**src/hw/rtl/ptzv_pkg.sv**
```systemverilog
// ----------------------------------------------------------------------------
// ptzv_pkg
// Shared types and constants of the pan/tilt/zoom command encoder: command
// codes, register indexes, frame bytes and the position handoff structure.
// ----------------------------------------------------------------------------
package ptzv_pkg;

    // Field widths.
    localparam int unsigned CMD_W   = 3;
    localparam int unsigned ANGLE_W = 20;
    localparam int unsigned ZIN_W   = 17;
    localparam int unsigned ZOOM_W  = 16;
    localparam int unsigned TICK_W  = 16;
    localparam int unsigned CFG_W   = 20;
    localparam int unsigned ADDR_W  = 3;
    localparam int unsigned IDX_W   = 4;

    // Input tdata layout, lowest bit first: pan_angle, tilt_angle, zoom_amount.
    // The command code travels in tuser.
    localparam int unsigned IN_TDATA_W = 64;
    localparam int unsigned PAN_LSB    = 0;
    localparam int unsigned TILT_LSB   = PAN_LSB + ANGLE_W;
    localparam int unsigned ZOOM_LSB   = TILT_LSB + ANGLE_W;

    // Rounding of Q8 degrees to ticks at 16 ticks per degree.
    localparam int unsigned TICK_SHIFT = 4;
    localparam logic [21:0] TICK_HALF  = 22'd8;

    typedef enum logic [CMD_W-1:0] {
        CMD_PT_ABS   = 3'd0,
        CMD_PT_REL   = 3'd1,
        CMD_PAN_ABS  = 3'd2,
        CMD_TILT_ABS = 3'd3,
        CMD_ZOOM_ABS = 3'd4,
        CMD_ZOOM_REL = 3'd5
    } cmd_t;

    typedef enum logic [ADDR_W-1:0] {
        REG_PAN_UPPER  = 3'd0,
        REG_PAN_LOWER  = 3'd1,
        REG_TILT_UPPER = 3'd2,
        REG_TILT_LOWER = 3'd3,
        REG_ZOOM_UPPER = 3'd4,
        REG_ZOOM_LOWER = 3'd5,
        REG_PAN_BIAS   = 3'd6,
        REG_TILT_BIAS  = 3'd7
    } reg_idx_t;

    typedef enum logic {
        FRAME_PAN_TILT = 1'b0,
        FRAME_ZOOM     = 1'b1
    } frame_kind_t;

    // Frame bytes.
    localparam logic [7:0] VISCA_ADDR   = 8'h81;
    localparam logic [7:0] VISCA_CMD    = 8'h01;
    localparam logic [7:0] CAT_PT       = 8'h06;
    localparam logic [7:0] PT_ABS_POS   = 8'h02;
    localparam logic [7:0] PT_PAN_SPEED = 8'h18;
    localparam logic [7:0] PT_TLT_SPEED = 8'h14;
    localparam logic [7:0] CAT_CAM      = 8'h04;
    localparam logic [7:0] ZOOM_DIRECT  = 8'h47;
    localparam logic [7:0] FRAME_END    = 8'hFF;

    localparam logic [IDX_W-1:0] PT_LAST_IDX   = 4'd14;
    localparam logic [IDX_W-1:0] ZOOM_LAST_IDX = 4'd8;

    // Clamped positions handed from the update stage to the framer.
    typedef struct packed {
        frame_kind_t               kind;
        logic signed [ANGLE_W-1:0] pan;
        logic signed [ANGLE_W-1:0] tilt;
        logic signed [ZOOM_W-1:0]  zoom;
    } pos_t;

endpackage

```
**src/hw/rtl/ptzv_framer.sv**
```systemverilog
// ----------------------------------------------------------------------------
// ptzv_framer
// Converts biased clamped positions to camera ticks and sends the command frame
// one byte per transfer.
// ----------------------------------------------------------------------------
module ptzv_framer (
    input  logic                               clk,
    input  logic                               rst_n,
    input  logic                               pos_valid,
    output logic                               pos_ready,
    input  ptzv_pkg::pos_t                     pos,
    input  logic signed [ptzv_pkg::ANGLE_W-1:0] pan_bias,
    input  logic signed [ptzv_pkg::ANGLE_W-1:0] tilt_bias,
    output logic                               m_axis_tvalid,
    input  logic                               m_axis_tready,
    output logic [7:0]                         m_axis_tdata,  // [7:0] frame_byte
    output logic                               m_axis_tlast   // frame_last
);
    import ptzv_pkg::*;

    // Round half away from zero, keep the low 16 bits.
    function automatic logic [TICK_W-1:0] to_ticks(input logic signed [ANGLE_W:0] q8);
        logic [ANGLE_W:0]   mag;
        logic [ANGLE_W-3:0] rnd;
        logic [ANGLE_W-3:0] tck;
        mag = q8[ANGLE_W] ? (ANGLE_W+1)'(-q8) : (ANGLE_W+1)'(q8);
        rnd = (ANGLE_W-2)'(((ANGLE_W+1)'(mag) + TICK_HALF[ANGLE_W:0]) >> TICK_SHIFT);
        tck = q8[ANGLE_W] ? (ANGLE_W-2)'(-rnd) : rnd;
        return tck[TICK_W-1:0];
    endfunction

    logic                  valid_reg, valid_next;
    frame_kind_t           kind_reg;
    logic [TICK_W-1:0]     pan_tick_reg, tilt_tick_reg;
    logic [ZOOM_W-1:0]     zoom_reg;
    logic [IDX_W-1:0]      idx_reg, idx_next;
    logic                  is_last;
    logic                  load;
    logic signed [ANGLE_W:0] pan_sum, tilt_sum;

    assign pan_sum  = $signed({pos.pan[ANGLE_W-1], pos.pan})
                    + $signed({pan_bias[ANGLE_W-1], pan_bias});
    assign tilt_sum = $signed({pos.tilt[ANGLE_W-1], pos.tilt})
                    + $signed({tilt_bias[ANGLE_W-1], tilt_bias});

    assign is_last   = (kind_reg == FRAME_ZOOM) ? (idx_reg == ZOOM_LAST_IDX)
                                                : (idx_reg == PT_LAST_IDX);
    assign pos_ready = !valid_reg || (m_axis_tready && is_last);
    assign load      = pos_valid && pos_ready;

    always_comb
    begin
        valid_next = valid_reg;
        idx_next   = idx_reg;
        if (load)
        begin
            valid_next = 1'b1;
            idx_next   = '0;
        end
        else if (valid_reg && m_axis_tready)
        begin
            if (is_last)
            begin
                valid_next = 1'b0;
            end
            else
            begin
                idx_next = idx_reg + 1'b1;
            end
        end
    end

    always_ff @(posedge clk or negedge rst_n)
    begin
        if (!rst_n)
        begin
            valid_reg <= 1'b0;
            idx_reg   <= '0;
        end
        else
        begin
            valid_reg <= valid_next;
            idx_reg   <= idx_next;
        end
    end

    always_ff @(posedge clk)
    begin
        if (load)
        begin
            kind_reg      <= pos.kind;
            pan_tick_reg  <= to_ticks(pan_sum);
            tilt_tick_reg <= to_ticks(tilt_sum);
            zoom_reg      <= pos.zoom;
        end
    end

    // Byte selection by position within the frame.
    always_comb
    begin
        m_axis_tdata = FRAME_END;
        if (kind_reg == FRAME_ZOOM)
        begin
            case (idx_reg)
                4'd0:    m_axis_tdata = VISCA_ADDR;
                4'd1:    m_axis_tdata = VISCA_CMD;
                4'd2:    m_axis_tdata = CAT_CAM;
                4'd3:    m_axis_tdata = ZOOM_DIRECT;
                4'd4:    m_axis_tdata = {4'h0, zoom_reg[15:12]};
                4'd5:    m_axis_tdata = {4'h0, zoom_reg[11:8]};
                4'd6:    m_axis_tdata = {4'h0, zoom_reg[7:4]};
                4'd7:    m_axis_tdata = {4'h0, zoom_reg[3:0]};
                default: m_axis_tdata = FRAME_END;
            endcase
        end
        else
        begin
            case (idx_reg)
                4'd0:    m_axis_tdata = VISCA_ADDR;
                4'd1:    m_axis_tdata = VISCA_CMD;
                4'd2:    m_axis_tdata = CAT_PT;
                4'd3:    m_axis_tdata = PT_ABS_POS;
                4'd4:    m_axis_tdata = PT_PAN_SPEED;
                4'd5:    m_axis_tdata = PT_TLT_SPEED;
                4'd6:    m_axis_tdata = {4'h0, pan_tick_reg[15:12]};
                4'd7:    m_axis_tdata = {4'h0, pan_tick_reg[11:8]};
                4'd8:    m_axis_tdata = {4'h0, pan_tick_reg[7:4]};
                4'd9:    m_axis_tdata = {4'h0, pan_tick_reg[3:0]};
                4'd10:   m_axis_tdata = {4'h0, tilt_tick_reg[15:12]};
                4'd11:   m_axis_tdata = {4'h0, tilt_tick_reg[11:8]};
                4'd12:   m_axis_tdata = {4'h0, tilt_tick_reg[7:4]};
                4'd13:   m_axis_tdata = {4'h0, tilt_tick_reg[3:0]};
                default: m_axis_tdata = FRAME_END;
            endcase
        end
    end

    assign m_axis_tvalid = valid_reg;
    assign m_axis_tlast  = is_last;

endmodule

```
**src/hw/rtl/ptz_visca_command_encoder.sv**
```systemverilog
// ----------------------------------------------------------------------------
// ptz_visca_command_encoder
// Pan/tilt/zoom command encoder producing VISCA-style camera frames.
// ----------------------------------------------------------------------------
// Usage:
//   Commands arrive on the s_axis channel, one command per transfer, with the
//   command code in tuser and the angles and zoom amount in tdata. Absolute
//   and relative pan/tilt or zoom commands update the kept camera position,
//   which is clamped to the configured limits. The camera frame leaves on the
//   m_axis channel one byte per transfer, with tlast on the closing 0xFF.
//   A pan/tilt frame has 15 bytes, a zoom frame 9. Commands with codes 6 and 7
//   are dropped and produce no frame.
//   The first byte of a frame appears once the command has passed the input
//   and clamp/update registers into the framer, when the output side is free.
//   Throughput is set by the byte serializer, with the next command's
//   position update overlapping the current frame. The three-stage path
//   (input register, clamp/update register, framer) keeps accepting while a
//   frame is being sent until the stages fill; an output stall simply holds
//   the current byte and backs up the pipeline. Reset clears the kept
//   positions to zero, loads the default limits and biases, and empties all
//   stages. Limits and biases are written through cfg_we/cfg_addr/cfg_data;
//   the user must do so only with no command in flight; nothing enforces it.
// ----------------------------------------------------------------------------
module ptz_visca_command_encoder (
    input  logic                              clk,
    input  logic                              rst_n,
    input  logic                              s_axis_tvalid,
    output logic                              s_axis_tready,
    // [19:0] pan_angle, [39:20] tilt_angle, [56:40] zoom_amount
    input  logic [ptzv_pkg::IN_TDATA_W-1:0]   s_axis_tdata,
    input  logic [ptzv_pkg::CMD_W-1:0]        s_axis_tuser,   // [2:0] cmd
    output logic                              m_axis_tvalid,
    input  logic                              m_axis_tready,
    output logic [7:0]                        m_axis_tdata,   // [7:0] frame_byte
    output logic                              m_axis_tlast,   // frame_last
    input  logic                              cfg_we,
    input  logic [ptzv_pkg::ADDR_W-1:0]       cfg_addr,
    input  logic [ptzv_pkg::CFG_W-1:0]        cfg_data
);
    import ptzv_pkg::*;

    // Configuration registers.
    logic signed [ANGLE_W-1:0] pan_upper_reg, pan_lower_reg;
    logic signed [ANGLE_W-1:0] tilt_upper_reg, tilt_lower_reg;
    logic signed [ZOOM_W-1:0]  zoom_upper_reg, zoom_lower_reg;
    logic signed [ANGLE_W-1:0] pan_bias_reg, tilt_bias_reg;

    always_ff @(posedge clk or negedge rst_n)
    begin
        if (!rst_n)
        begin
            pan_upper_reg  <= 20'sd46080;
            pan_lower_reg  <= -20'sd46080;
            tilt_upper_reg <= 20'sd23040;
            tilt_lower_reg <= -20'sd23040;
            zoom_upper_reg <= 16'sd16384;
            zoom_lower_reg <= '0;
            pan_bias_reg   <= '0;
            tilt_bias_reg  <= '0;
        end
        else if (cfg_we)
        begin
            case (cfg_addr)
                REG_PAN_UPPER:  pan_upper_reg  <= cfg_data;
                REG_PAN_LOWER:  pan_lower_reg  <= cfg_data;
                REG_TILT_UPPER: tilt_upper_reg <= cfg_data;
                REG_TILT_LOWER: tilt_lower_reg <= cfg_data;
                REG_ZOOM_UPPER: zoom_upper_reg <= cfg_data[ZOOM_W-1:0];
                REG_ZOOM_LOWER: zoom_lower_reg <= cfg_data[ZOOM_W-1:0];
                REG_PAN_BIAS:   pan_bias_reg   <= cfg_data;
                REG_TILT_BIAS:  tilt_bias_reg  <= cfg_data;
                default:        ;
            endcase
        end
    end

    // Input register.
    logic                      in_valid_reg;
    logic [CMD_W-1:0]          in_cmd_reg;
    logic signed [ANGLE_W-1:0] in_pan_reg, in_tilt_reg;
    logic signed [ZIN_W-1:0]   in_zoom_reg;
    logic                      in_accept, in_take, in_bad;

    // Clamp/update stage.
    logic                      pos_valid_reg, pos_valid_next;
    pos_t                      pos_reg, pos_next;
    logic                      pos_ready, pos_free, pos_load;

    // Kept positions.
    logic signed [ANGLE_W-1:0] cur_pan_reg, cur_tilt_reg;
    logic signed [ZOOM_W-1:0]  cur_zoom_reg;

    assign in_bad    = !(in_cmd_reg inside {CMD_PT_ABS, CMD_PT_REL, CMD_PAN_ABS,
                                            CMD_TILT_ABS, CMD_ZOOM_ABS, CMD_ZOOM_REL});
    assign pos_free  = !pos_valid_reg || pos_ready;
    assign in_take   = in_valid_reg && (in_bad || pos_free);
    assign pos_load  = in_valid_reg && !in_bad && pos_free;
    assign s_axis_tready = !in_valid_reg || in_take;
    assign in_accept = s_axis_tvalid && s_axis_tready;

    always_ff @(posedge clk or negedge rst_n)
    begin
        if (!rst_n)
        begin
            in_valid_reg <= 1'b0;
        end
        else if (in_accept)
        begin
            in_valid_reg <= 1'b1;
        end
        else if (in_take)
        begin
            in_valid_reg <= 1'b0;
        end
    end

    always_ff @(posedge clk)
    begin
        if (in_accept)
        begin
            in_cmd_reg  <= s_axis_tuser;
            in_pan_reg  <= s_axis_tdata[PAN_LSB +: ANGLE_W];
            in_tilt_reg <= s_axis_tdata[TILT_LSB +: ANGLE_W];
            in_zoom_reg <= s_axis_tdata[ZOOM_LSB +: ZIN_W];
        end
    end

    // Target selection. Relative sums are kept one bit wider so they never wrap.
    logic signed [ANGLE_W:0]  pan_tgt, tilt_tgt;
    logic signed [ZOOM_W+1:0] zoom_tgt;
    logic signed [ANGLE_W:0]  pan_hi, pan_lo, tilt_hi, tilt_lo;
    logic signed [ZOOM_W+1:0] zoom_hi, zoom_lo;
    logic signed [ANGLE_W:0]  pan_c1, tilt_c1, pan_c2, tilt_c2;
    logic signed [ZOOM_W+1:0] zoom_c1, zoom_c2;
    logic                     is_zoom;

    always_comb
    begin
        pan_tgt  = $signed({cur_pan_reg[ANGLE_W-1], cur_pan_reg});
        tilt_tgt = $signed({cur_tilt_reg[ANGLE_W-1], cur_tilt_reg});
        zoom_tgt = $signed({in_zoom_reg[ZIN_W-1], in_zoom_reg});
        is_zoom  = 1'b0;
        case (in_cmd_reg)
            CMD_PT_ABS:
            begin
                pan_tgt  = $signed({in_pan_reg[ANGLE_W-1], in_pan_reg});
                tilt_tgt = $signed({in_tilt_reg[ANGLE_W-1], in_tilt_reg});
            end
            CMD_PT_REL:
            begin
                pan_tgt  = $signed({cur_pan_reg[ANGLE_W-1], cur_pan_reg})
                         + $signed({in_pan_reg[ANGLE_W-1], in_pan_reg});
                tilt_tgt = $signed({cur_tilt_reg[ANGLE_W-1], cur_tilt_reg})
                         + $signed({in_tilt_reg[ANGLE_W-1], in_tilt_reg});
            end
            CMD_PAN_ABS:
            begin
                pan_tgt = $signed({in_pan_reg[ANGLE_W-1], in_pan_reg});
            end
            CMD_TILT_ABS:
            begin
                tilt_tgt = $signed({in_tilt_reg[ANGLE_W-1], in_tilt_reg});
            end
            CMD_ZOOM_ABS:
            begin
                is_zoom = 1'b1;
            end
            CMD_ZOOM_REL:
            begin
                is_zoom  = 1'b1;
                zoom_tgt = $signed({{2{cur_zoom_reg[ZOOM_W-1]}}, cur_zoom_reg})
                         + $signed({in_zoom_reg[ZIN_W-1], in_zoom_reg});
            end
            default: ;
        endcase
    end

    // Clamp: upper limit first, then lower limit, so a crossed pair yields lower.
    assign pan_hi  = $signed({pan_upper_reg[ANGLE_W-1], pan_upper_reg});
    assign pan_lo  = $signed({pan_lower_reg[ANGLE_W-1], pan_lower_reg});
    assign tilt_hi = $signed({tilt_upper_reg[ANGLE_W-1], tilt_upper_reg});
    assign tilt_lo = $signed({tilt_lower_reg[ANGLE_W-1], tilt_lower_reg});
    assign zoom_hi = $signed({{2{zoom_upper_reg[ZOOM_W-1]}}, zoom_upper_reg});
    assign zoom_lo = $signed({{2{zoom_lower_reg[ZOOM_W-1]}}, zoom_lower_reg});

    assign pan_c1  = (pan_tgt > pan_hi) ? pan_hi : pan_tgt;
    assign pan_c2  = (pan_c1 < pan_lo) ? pan_lo : pan_c1;
    assign tilt_c1 = (tilt_tgt > tilt_hi) ? tilt_hi : tilt_tgt;
    assign tilt_c2 = (tilt_c1 < tilt_lo) ? tilt_lo : tilt_c1;
    assign zoom_c1 = (zoom_tgt > zoom_hi) ? zoom_hi : zoom_tgt;
    assign zoom_c2 = (zoom_c1 < zoom_lo) ? zoom_lo : zoom_c1;

    always_comb
    begin
        pos_next      = pos_reg;
        pos_next.kind = is_zoom ? FRAME_ZOOM : FRAME_PAN_TILT;
        pos_next.pan  = pan_c2[ANGLE_W-1:0];
        pos_next.tilt = tilt_c2[ANGLE_W-1:0];
        pos_next.zoom = zoom_c2[ZOOM_W-1:0];

        pos_valid_next = pos_valid_reg;
        if (pos_load)
        begin
            pos_valid_next = 1'b1;
        end
        else if (pos_ready)
        begin
            pos_valid_next = 1'b0;
        end
    end

    always_ff @(posedge clk or negedge rst_n)
    begin
        if (!rst_n)
        begin
            pos_valid_reg <= 1'b0;
            cur_pan_reg   <= '0;
            cur_tilt_reg  <= '0;
            cur_zoom_reg  <= '0;
        end
        else
        begin
            pos_valid_reg <= pos_valid_next;
            if (pos_load)
            begin
                if (is_zoom)
                begin
                    cur_zoom_reg <= pos_next.zoom;
                end
                else
                begin
                    cur_pan_reg  <= pos_next.pan;
                    cur_tilt_reg <= pos_next.tilt;
                end
            end
        end
    end

    always_ff @(posedge clk)
    begin
        if (pos_load)
        begin
            pos_reg <= pos_next;
        end
    end

    ptzv_framer u_framer (
        .clk           (clk),
        .rst_n         (rst_n),
        .pos_valid     (pos_valid_reg),
        .pos_ready     (pos_ready),
        .pos           (pos_reg),
        .pan_bias      (pan_bias_reg),
        .tilt_bias     (tilt_bias_reg),
        .m_axis_tvalid (m_axis_tvalid),
        .m_axis_tready (m_axis_tready),
        .m_axis_tdata  (m_axis_tdata),
        .m_axis_tlast  (m_axis_tlast)
    );

endmodule
```
**config.mk**
```make
export PLATFORM = sky130hd
export DESIGN_NAME = ptz_visca_command_encoder
export DESIGN_NICKNAME = d
export VERILOG_FILES = /design/src/hw/rtl/ptzv_pkg.sv /design/src/hw/rtl/ptzv_framer.sv /design/src/hw/rtl/ptz_visca_command_encoder.sv
export SDC_FILE = /design/constraint.sdc
export NUM_CORES = 1
export LEC_CHECK = 0
export ABC_AREA = 1
export ABC_CLOCK_PERIOD_IN_PS = 6750
export BUFFER_PORTS_ARGS = -buffer_cell sky130_fd_sc_hd__buf_2
export CAP_MARGIN = 20
export CORE_ASPECT_RATIO = 0.8
export CORE_MARGIN = 5
export CORE_UTILIZATION = 50
export CTS_CLUSTER_SIZE = 40
export DETAILED_ROUTE_END_ITERATION = 10
export PLACE_DENSITY = 0.75
export SYNTH_ARGS = -nofsm -noshare
export SYNTH_HDL_FRONTEND = slang
export SYNTH_SLANG_ARGS = --single-unit
```
**constraint.sdc**
```tcl
create_clock -name clk -period 6.75 [get_ports clk]
set_input_delay 1.35 -clock clk [delete_from_list [all_inputs] [get_ports clk]]
set_output_delay 1.35 -clock clk [all_outputs]
set_load 0.05 [all_outputs]
```
After elaboration in Yosys (flattened, before gate mapping)
Cells that the tools add are included.
{"block": "op_classes", "n_eq_ne": 27, "bitwise": 1, "n_lt_le_gt_ge": 6, "n_reduce_logical": 38, "n_mux": 29, "add_sub_neg": 12}
{"operator": "8-bit case mux with 14 select lines", "count": 1}
{"operator": "20-bit by 20-bit adder with 21-bit output", "count": 4}
{"operator": "21-bit case mux with 2 select lines", "count": 2}
{"operator": "20-bit 2-to-1 mux", "count": 4}
{"operator": "8-bit case mux with 8 select lines", "count": 1}
{"operator": "16-bit 2-to-1 mux", "count": 3}
{"operator": "21-bit by 20-bit greater-than comparator with 1-bit output", "count": 2}
{"operator": "21-bit by 20-bit < comparator with 1-bit output", "count": 2}
{"operator": "21-bit 2-to-1 mux", "count": 2}
{"operator": "20-bit by 4-bit adder with 20-bit output (second input constant)", "count": 2}
{"operator": "20-bit negation", "count": 2}
{"operator": "18-bit 2-to-1 mux", "count": 2}
{"operator": "16-bit negation", "count": 2}
{"operator": "4-bit == test (second input constant)", "count": 7}
{"operator": "2-bit AND reduction", "count": 12}
{"operator": "16-bit by 17-bit adder with 18-bit output", "count": 1}
{"operator": "3-bit == test (second input constant)", "count": 6}
{"operator": "18-bit by 16-bit greater-than comparator with 1-bit output", "count": 1}
{"operator": "18-bit by 16-bit < comparator with 1-bit output", "count": 1}
{"operator": "4-bit by 3-bit == test with 1-bit output (second input constant)", "count": 4}
{"operator": "3-bit by 2-bit == test with 1-bit output (second input constant)", "count": 4}
{"operator": "4-bit 2-to-1 mux", "count": 3}
{"operator": "1-bit 2-to-1 mux", "count": 10}
{"operator": "4-bit by 2-bit == test with 1-bit output (second input constant)", "count": 2}
{"operator": "other kinds (14)", "count": 33}
{"block": "totals", "ff_bits": 381, "out_inout_bits": 11}

Longest topological paths before layout
Gate-level depths: netlist of the first run.
{"block": "logic_depth", "word_depth": 10, "ltp_mapped": 46}

Modules after synthesis
Synthesis of the first run repeated with hierarchy kept, for this count alone.
{"block": "hier_totals", "hier_cells": 3906, "area_unflattened_um2": 28262.1}
{"module": "ptz_visca_command_encoder", "instances": 1, "cells_each": 2588, "area_each_um2": 20338.3, "seq_area_each_um2": 8798.4}
{"module": "ptzv_framer", "instances": 1, "cells_each": 1318, "area_each_um2": 7923.8, "seq_area_each_um2": 1596.5}

Worst setup path after synthesis of the first run
Ideal clock, no wire load.
{"block": "synth_timing", "path_type": "register -> register", "startpoint": "reg cur_pan_reg[0]", "endpoint": "reg pos_reg[36] (netlist name) (data pin)", "slack_ns": 0.931, "synth_period_minus_slack_ns": 5.819, "arrival_time_ns": 5.565, "required_ns": 6.495, "setup_time_ns": 0.255, "stages_incl_launch_ff": 43, "cell_sequence": "dfrtp_1 ha_1 inv_1 fa_1 o21ai_0 nand2_1 nand3b_1 nand3_1 nand2_1 nand2_1 nand2_1 nand3_1 nand2_1 a21boi_0 nand2_1 nand2_1 o21ai_0 o21ai_0 [... 7 more ...] o21ai_0 nand2_1 clkbuf_1 nand2_1 o21ai_0 ha_1 a21oi_1 o21ai_0 nand3_1 nand2_1 nand2_1 a21oi_1 a2111oi_0 nand3_1 nand2_1 clkbuf_1 nand2_1 and2_1"}
{"block": "synth_via", "elab_chain_len": 6}
{"element": "start: declaration", "line_no": "ptz_visca_command_encoder.sv:90", "rtl": "logic signed [ANGLE_W-1:0] cur_pan_reg, cur_tilt_reg;"}
{"element": "start signal: assignment", "line_no": "ptz_visca_command_encoder.sv:232", "rtl": "cur_pan_reg <= pos_next.pan;"}
{"element": "20-bit by 20-bit adder with 21-bit output", "line_no": "ptz_visca_command_encoder.sv:152", "rtl": "+ $signed({in_pan_reg[ANGLE_W-1], in_pan_reg});"}
{"element": "21-bit case mux with 2 select lines (*)", "line_no": "ptz_visca_command_encoder.sv:143", "rtl": "case (in_cmd_reg)"}
{"element": "21-bit by 20-bit greater-than comparator with 1-bit output", "line_no": "ptz_visca_command_encoder.sv:186", "rtl": "assign pan_c1 = (pan_tgt > pan_hi) ? pan_hi : pan_tgt;"}
{"element": "21-bit 2-to-1 mux (*)", "line_no": "ptz_visca_command_encoder.sv:186"}
{"element": "21-bit by 20-bit < comparator with 1-bit output", "line_no": "ptz_visca_command_encoder.sv:187", "rtl": "assign pan_c2 = (pan_c1 < pan_lo) ? pan_lo : pan_c1;"}
{"element": "20-bit 2-to-1 mux (*)", "line_no": "ptz_visca_command_encoder.sv:187"}
{"element": "named net pan_c2[0]", "line_no": "ptz_visca_command_encoder.sv:133", "rtl": "logic signed [ANGLE_W:0] pan_c1, tilt_c1, pan_c2, tilt_c2;"}
{"element": "end signal: assignment", "line_no": "ptz_visca_command_encoder.sv:243", "rtl": "pos_reg <= pos_next;"}
{"element": "end: declaration", "line_no": "ptz_visca_command_encoder.sv:86", "rtl": "pos_t pos_reg, pos_next;"}
The timed path passes the listed nets; every way through them passes the cells marked *.
A chain may end at the register's enable or synchronous reset.

==> results of run 1 <==
## worst paths after layout
| kind | start | endpoint | slack, ns | cells past startpoint |
|---|---|---|---|---|
| max | in_zoom_reg[0]$_DFFE_PP_ | pos_reg[7]$_DFFE_PP_ | 0.41 | 35 |
| min | pos_reg[15]$_DFFE_PP_ | u_framer.zoom_reg[15]$_DFFE_PP_ | 0.42 | 0 |
| max reg2reg | in_zoom_reg[0]$_DFFE_PP_ | pos_reg[7]$_DFFE_PP_ | 0.41 | 35 |
| min reg2reg | pos_reg[15]$_DFFE_PP_ | u_framer.zoom_reg[15]$_DFFE_PP_ | 0.42 | 0 |
| max in group asynchronous | rst_n | pan_bias_reg[11]$_DFFE_PN0P_ | 4.65 | 2 |
| min in group asynchronous | rst_n | pan_bias_reg[8]$_DFFE_PN0P_ | 0.79 | 1 |
## repair_timing
item                                    in CTS  in global routing
endpoints found under the setup margin       0                112
buffers inserted                             0                  3
gates resized for setup                      0                 51
## routing by layer
metal	track usage, %	vias to the layer above	part of all wire, %
li1	-	12400	-
met1	36.4	11200	49
met2	34.7	803	41
met3	3.94	103	8.0
met4	6.99	0	2.7
met5	0	-	0
## worst reg2reg max path, delay by kind of cell (launching register included)
family,cells,cell delay [ns]
and+or+nand+nor,16,2.46
AOI/OAI and AO/OA,9,1.35
adders and majority gates,4,1.30
DFF,1,0.41
buffers and inverters,4,0.35
xor gates and xnor gates,2,0.24
## placed cells by master, fill, tap and decap left out, types with 7 or more instances in the layout
cell type / n
nor2_1: 200
nand3_2: 18
edfxtp_1: 166
o211ai_1: 12
nand2_2: 47
clkbuf_1: 11
inv_1: 468
o21ai_1: 19
nand2_1: 1085
o21ai_2: 11
clkinv_2: 8
buf_4: 46
nor3_2: 7
inv_2: 24
xnor2_1: 18
o21ai_0: 257
xor2_1: 29
or2_2: 19
buf_2: 97
nand2_4: 7
clkbuf_16: 43
nand3_1: 282
o21a_1: 13
a21oi_1: 211
nor3_1: 11
nor2_2: 25
a221oi_1: 10
and2_1: 64
dfrtp_1: 191
a21oi_2: 12
ha_1: 222
nor4_1: 7
nand4_1: 41
nand3b_1: 17
nor2_4: 10
dfstp_2: 24
a31oi_1: 8
## kinds of logic (layout without fill, tap and decap cells)
group / count (synthesis) / count (layout)
AND/OR/NAND/NOR: 1850 / 1850
AO/OA/AOI/OAI: 602 / 602
buffers and inverters: 584 / 728
flip-flops: 381 / 381
adder cells (fa/ha/maj): 227 / 227
XOR/XNOR: 48 / 48
## area by class of cell
class / count / area [sq um] / area share, %
tap: 702 / 878 / 2.88
clock inverter: 21 / 226 / 0.742
timing repair buffer: 155 / 1060 / 3.49
sequential: 381 / 10400 / 34.0
inverter: 495 / 1860 / 6.10
multi-input combinational: 2727 / 15000 / 49.0
clock buffer: 57 / 1160 / 3.79
## metrics by stage
stage	setup WS (ns)	instances	hold WS, ns	area (sq um)
final	0.405	4538	0.425	30500
after detailed placement	0.169	4452	0.405	28900
after CTS	0.0458	4530	0.425	30300
after global placement	0.215	4451	0.404	28900
after global routing	-0.108	4538	0.434	30500
after floorplan	0.931	3692	0.400	27500
==> results_dict.tcl, run 1 <==
set metrics [dict create \
    grt_usage_pct 23.8 \
    vias_per_cell 5.39 \
    area_growth_pct 11.2 \
    clkSlewWorstSetupHoldPaths_ns 0.06 \
    grt_pass1_vias 22100 \
    dieWidth_um 272 \
    finalHoldViolCount 0 \
    clkSinkCount 381 \
    syn_nets 4014 \
    critPathLaunchType "register" \
    cp_slowest_cell "fa_1" \
    period_share_pct 94.0 \
    async_flop_share_pct 56.4 \
    synthSimpleGateAreaFrac_pct 29.7 \
    synth.distinct_cells 63 \
    cts_hold_buf 0 \
    synth_edf_count 166 \
    cts_tree "yes" \
    wl_mm 72.4 \
    antenna_found_initial 1 \
    coreArea_sq_um 54100 \
    port_buffers 98 \
    tightestPinTransition_ns 1.02 \
    dp_hpwl_mm 54.0 \
    die_h_um 220 \
    required_ns 7.08 \
    ant_nets 0 \
    yosys_register_bits 381 \
    grt_pass1_wl_mm 116 \
    cts_max_level 2 \
    rsz0062_at_grt "yes" \
    yosys.area_share.adder_pct 10.5 \
    largest_reg_flops 57 \
    initial_core_util_pct 50.8 \
    synth_most_common_cell "nand2_1" \
    synth_top_family_by_area "simple AND/OR/NAND/NOR gates" \
    status "finished, final reports clean" \
    synthMuxAreaShare_pct 0 \
    ys.flop_type "dfrtp_1" \
    critical_path.most_common_cell "nand2_1" \
    clkLatencyLatePin_ns 0.61 \
    drive_gt1_share_pct 11.4 \
    critPathBufInv 4 \
    synth_common_cells "nand2_1, inv_1, nand3_1, o21ai_0, ha_1" \
    fillCellCount 4934 \
    arrival_ns 6.68 \
    end_kind "register" \
    gp_congestion 0.912 \
    io_pins 106 \
    yosys.area.top_type "edfxtp_1" \
    critPathTopFamily "simple AND/OR/NAND/NOR gates" \
    period_needed_ns 6.34 \
    overflow 0 \
    synth_seq_area_share_pct 37.9 \
    critPathKind "reg -> reg" \
    layout.nets 4124 \
    finalSetupViolations 0 \
    maxCapViolations 0 \
    yosys_warnings 0 \
    fp.dieArea_sq_um 59700 \
    maxSlewViolCount 0 \
    routedWlPerCell_um 16.0 \
    min_path_type "reg -> reg" \
    via_count 24500 \
    synth_area_sq_um 27500 \
    clock_path_buffers 3 \
    synth-xor-area-share_pct 1.56 \
    fin_util_pct 56.4 \
    finalSetupTns_ns 0 \
    fmax_mhz 158 \
    cp_max_fo 7 \
    max_stage_delay_ns 0.43 \
    drc 0 \
    first_iter_violations 2190 \
    maxSlewHeadroom_pct 32.0 \
    rows 76 \
    grt_max_degree 101 \
    synth_top_area_share_pct 18.2 \
    antennaDiodeCount 0 \
    syn_inst 3692 \
    synth_compound_area_share_pct 12.1 \
    syn_area_per_cell_sq_um 7.44 \
    first_pass_iters 6 \
    clock-skew-final_ns 0.0465 \
    synth_area_leaders "edfxtp_1, dfrtp_1, nand2_1" \
    cts_made_buffers 42 \
    cts_root_buf "clkbuf_16" \
]
Power of run 1 is left out: the tool's default activity adds up to more than one toggle a clock period on the data nets, which glitch-free logic cannot reach.
==> run 2: changes to the inputs <==
--- a/config.mk
+++ b/config.mk
@@ -12,6 +12,7 @@
 export CORE_ASPECT_RATIO = 0.8
 export CORE_MARGIN = 5
 export CORE_UTILIZATION = 50
+export CTS_BUF_LIST = sky130_fd_sc_hd__clkbuf_8
 export CTS_CLUSTER_SIZE = 40
 export DETAILED_ROUTE_END_ITERATION = 10
 export PLACE_DENSITY = 0.75
==> constraint.sdc (replaced) <==
create_clock -name clk -period 6.75 [get_ports clk]
set_input_delay 1.6875 -clock clk [delete_from_list [all_inputs] [get_ports clk]]
set_output_delay 1.6875 -clock clk [all_outputs]
set_load 0.05 [all_outputs]
==> run 2 against run 1 <==
  * Worst hold slack worse by 0.0039 ns
  * Global-route usage about the same
  * Routed wire length about the same
  * Highest routed layer is now met5
  * Critical path depth up 1
  * Non-clock buffer count up 7
  * Clock skew down 0.0078 ns
  * Via count down 0.10%
  * Core utilization up 0.45 points
==> results_dict.tcl, run 2 (synthesis results as in run 1) <==
set metrics [dict create \
    status "finished, final reports clean" \
    r2r_cells 36 \
    critPathLaunchType "register" \
    reg2reg_from "in_zoom_reg[0]$_DFFE_PP_" \
    maxSlewHeadroom_pct 31.1 \
    largest_reg_flops 57 \
    placed_area_sq_um 28900 \
    wl_mm 72.4 \
    antennaDiodeCount 0 \
    overflow 0 \
    fillCellCount 4860 \
    initial_core_util_pct 50.8 \
    dp_slack_ns -0.0290 \
    clkSinkCount 381 \
    maxSlewViolCount 0 \
    dp_hpwl_mm 54.0 \
    finish.instance_area_sq_um 30800 \
    antenna_found_initial 1 \
    tightestPinTransition_ns 1.03 \
    gp_congestion 0.911 \
    period_needed_ns 6.33 \
    critical_path.most_common_cell "nand2_1" \
    maxCapViolations 0 \
    layout.nets 4156 \
    vias_per_cell 5.32 \
    min_path_type "reg -> reg" \
    fmax_mhz 158 \
    first_pass_iters 6 \
    ant_nets 0 \
    clock_path_buffers 3 \
    required_ns 7.11 \
    period_share_pct 93.8 \
    io_pins 106 \
    grt_usage_pct 23.8 \
    reg2reg_slack_ns 0.42 \
    coreArea_sq_um 54100 \
    clock-skew-final_ns 0.0387 \
    cts_max_level 3 \
    routedWlPerCell_um 15.8 \
    grt_max_degree 120 \
    cp_max_fo 10 \
    min_path_cells 0 \
    clkSlewWorstSetupHoldPaths_ns 0.06 \
    grt_pass1_wl_mm 115 \
    end_kind "register" \
    drc 0 \
    drive_gt1_share_pct 12.6 \
    cts_made_buffers 67 \
    finalSetupViolations 0 \
    critPathKind "reg -> reg" \
    setup_ws_ns 0.421 \
    grt_pass1_vias 22100 \
    first_iter_violations 1937 \
    mostFrequentLayoutCells "nand2_1, inv_1, nand3_1" \
    cp_slowest_cell "edfxtp_1" \
    via_count 24400 \
    final_common_cell "nand2_1" \
    cts_tree "yes" \
    max_stage_delay_ns 0.39 \
    port_buffers 98 \
    fp.dieArea_sq_um 59700 \
    clkLatencyLatePin_ns 0.66 \
    die_h_um 220 \
    min_to "u_framer.zoom_reg[12]$_DFFE_PP_" \
    rows 76 \
    arrival_ns 6.68 \
    cts_root_buf "clkbuf_8" \
    rr_endpoint "pos_reg[6]$_DFFE_PP_" \
    finalHoldViolCount 0 \
    dieWidth_um 272 \
    area_growth_pct 12.1 \
    hp-start "pos_reg[12]$_DFFE_PP_" \
]
## run 2: cell types whose count changed in the layout (fill, tap and decap cells not counted), moves of 3 or more
cell / before / now
clkbuf_8: 3 / 76
clkbuf_16: 43 / 1
inv_1: 468 / 482
clkbuf_1: 11 / 0
clkinv_1: 3 / 12
bufinv_16: 2 / 8
o21ai_1: 19 / 13
clkinvlp_4: 2 / 6
o21ai_0: 257 / 261
buf_4: 46 / 49
inv_4: 3 / 0
## run 2: metal layers
layer	global-route usage [%]	wire [um]	vias to the layer above
met2	35.3	29900	730
met4	5.66	1460	2
li1	-	-	12400
met1	35.9	35200	11200
met3	4.89	5760	102
met5	0	13	-
## run 2: worst max-delay path by stage
stage / startpoint / to
2_1_floorplan: cur_pan_reg[0]$_DFFE_PN0P_ / pos_reg[36]$_DFFE_PP_
3_3_place_gp: cur_pan_reg[0]$_DFFE_PN0P_ / cur_pan_reg[3]$_DFFE_PN0P_
3_5_place_dp: in_pan_reg[0]$_DFFE_PP_ / cur_pan_reg[3]$_DFFE_PN0P_
4_1_cts: in_zoom_reg[0]$_DFFE_PP_ / pos_reg[6]$_DFFE_PP_
5_1_grt: in_pan_reg[0]$_DFFE_PP_ / pos_reg[37]$_DFFE_PP_
6_report: in_zoom_reg[0]$_DFFE_PP_ / pos_reg[6]$_DFFE_PP_
## run 2: repair_timing
action | 4_1_cts | 5_1_grt
gates cloned | 0 | 1
setup endpoints to repair | 34 | 112
gates resized for setup | 3 | 59
buffers inserted | 0 | 10
hold buffers | 0 | 0
pin swaps | 0 | 13
## run 2: area by class of cell
| type | count | area (sq um) | share of cell area [%] |
|---|---|---|---|
| multi-input cells | 2727 | 15000 | 48.8 |
| flip-flops and latches | 381 | 10400 | 33.8 |
| inverters | 495 | 1860 | 6.05 |
| repair buffers | 162 | 1160 | 3.77 |
| clock buffers | 76 | 1050 | 3.40 |
| well taps | 702 | 878 | 2.85 |
| clock inverters | 48 | 432 | 1.40 |
## run 2: critical path: cells and delay by family, from the launching register on
family,cells,cell delay [ns]
AND/OR/NAND/NOR,16,2.26
flip-flops,1,0.39
buffers and inverters,5,0.49
AO/OA/AOI/OAI,9,1.40
XOR/XNOR,2,0.24
adder cells (fa/ha/maj),4,1.23
## run 2: stage by stage
stage | utilization, % | hold WS, ns | instances | setup TNS (ns)
6_report | 56.9 | 0.421 | 4591 | 0
5_1_grt | 56.9 | 0.427 | 4591 | -0.852
4_1_cts | 56.1 | 0.423 | 4575 | 0
3_5_place_dp | 53.4 | 0.405 | 4451 | -0.0342
3_3_place_gp | 53.3 | 0.405 | 4450 | 0
2_1_floorplan | - | 0.400 | 3692 | 0
Power of run 2 is left out for the same reason.
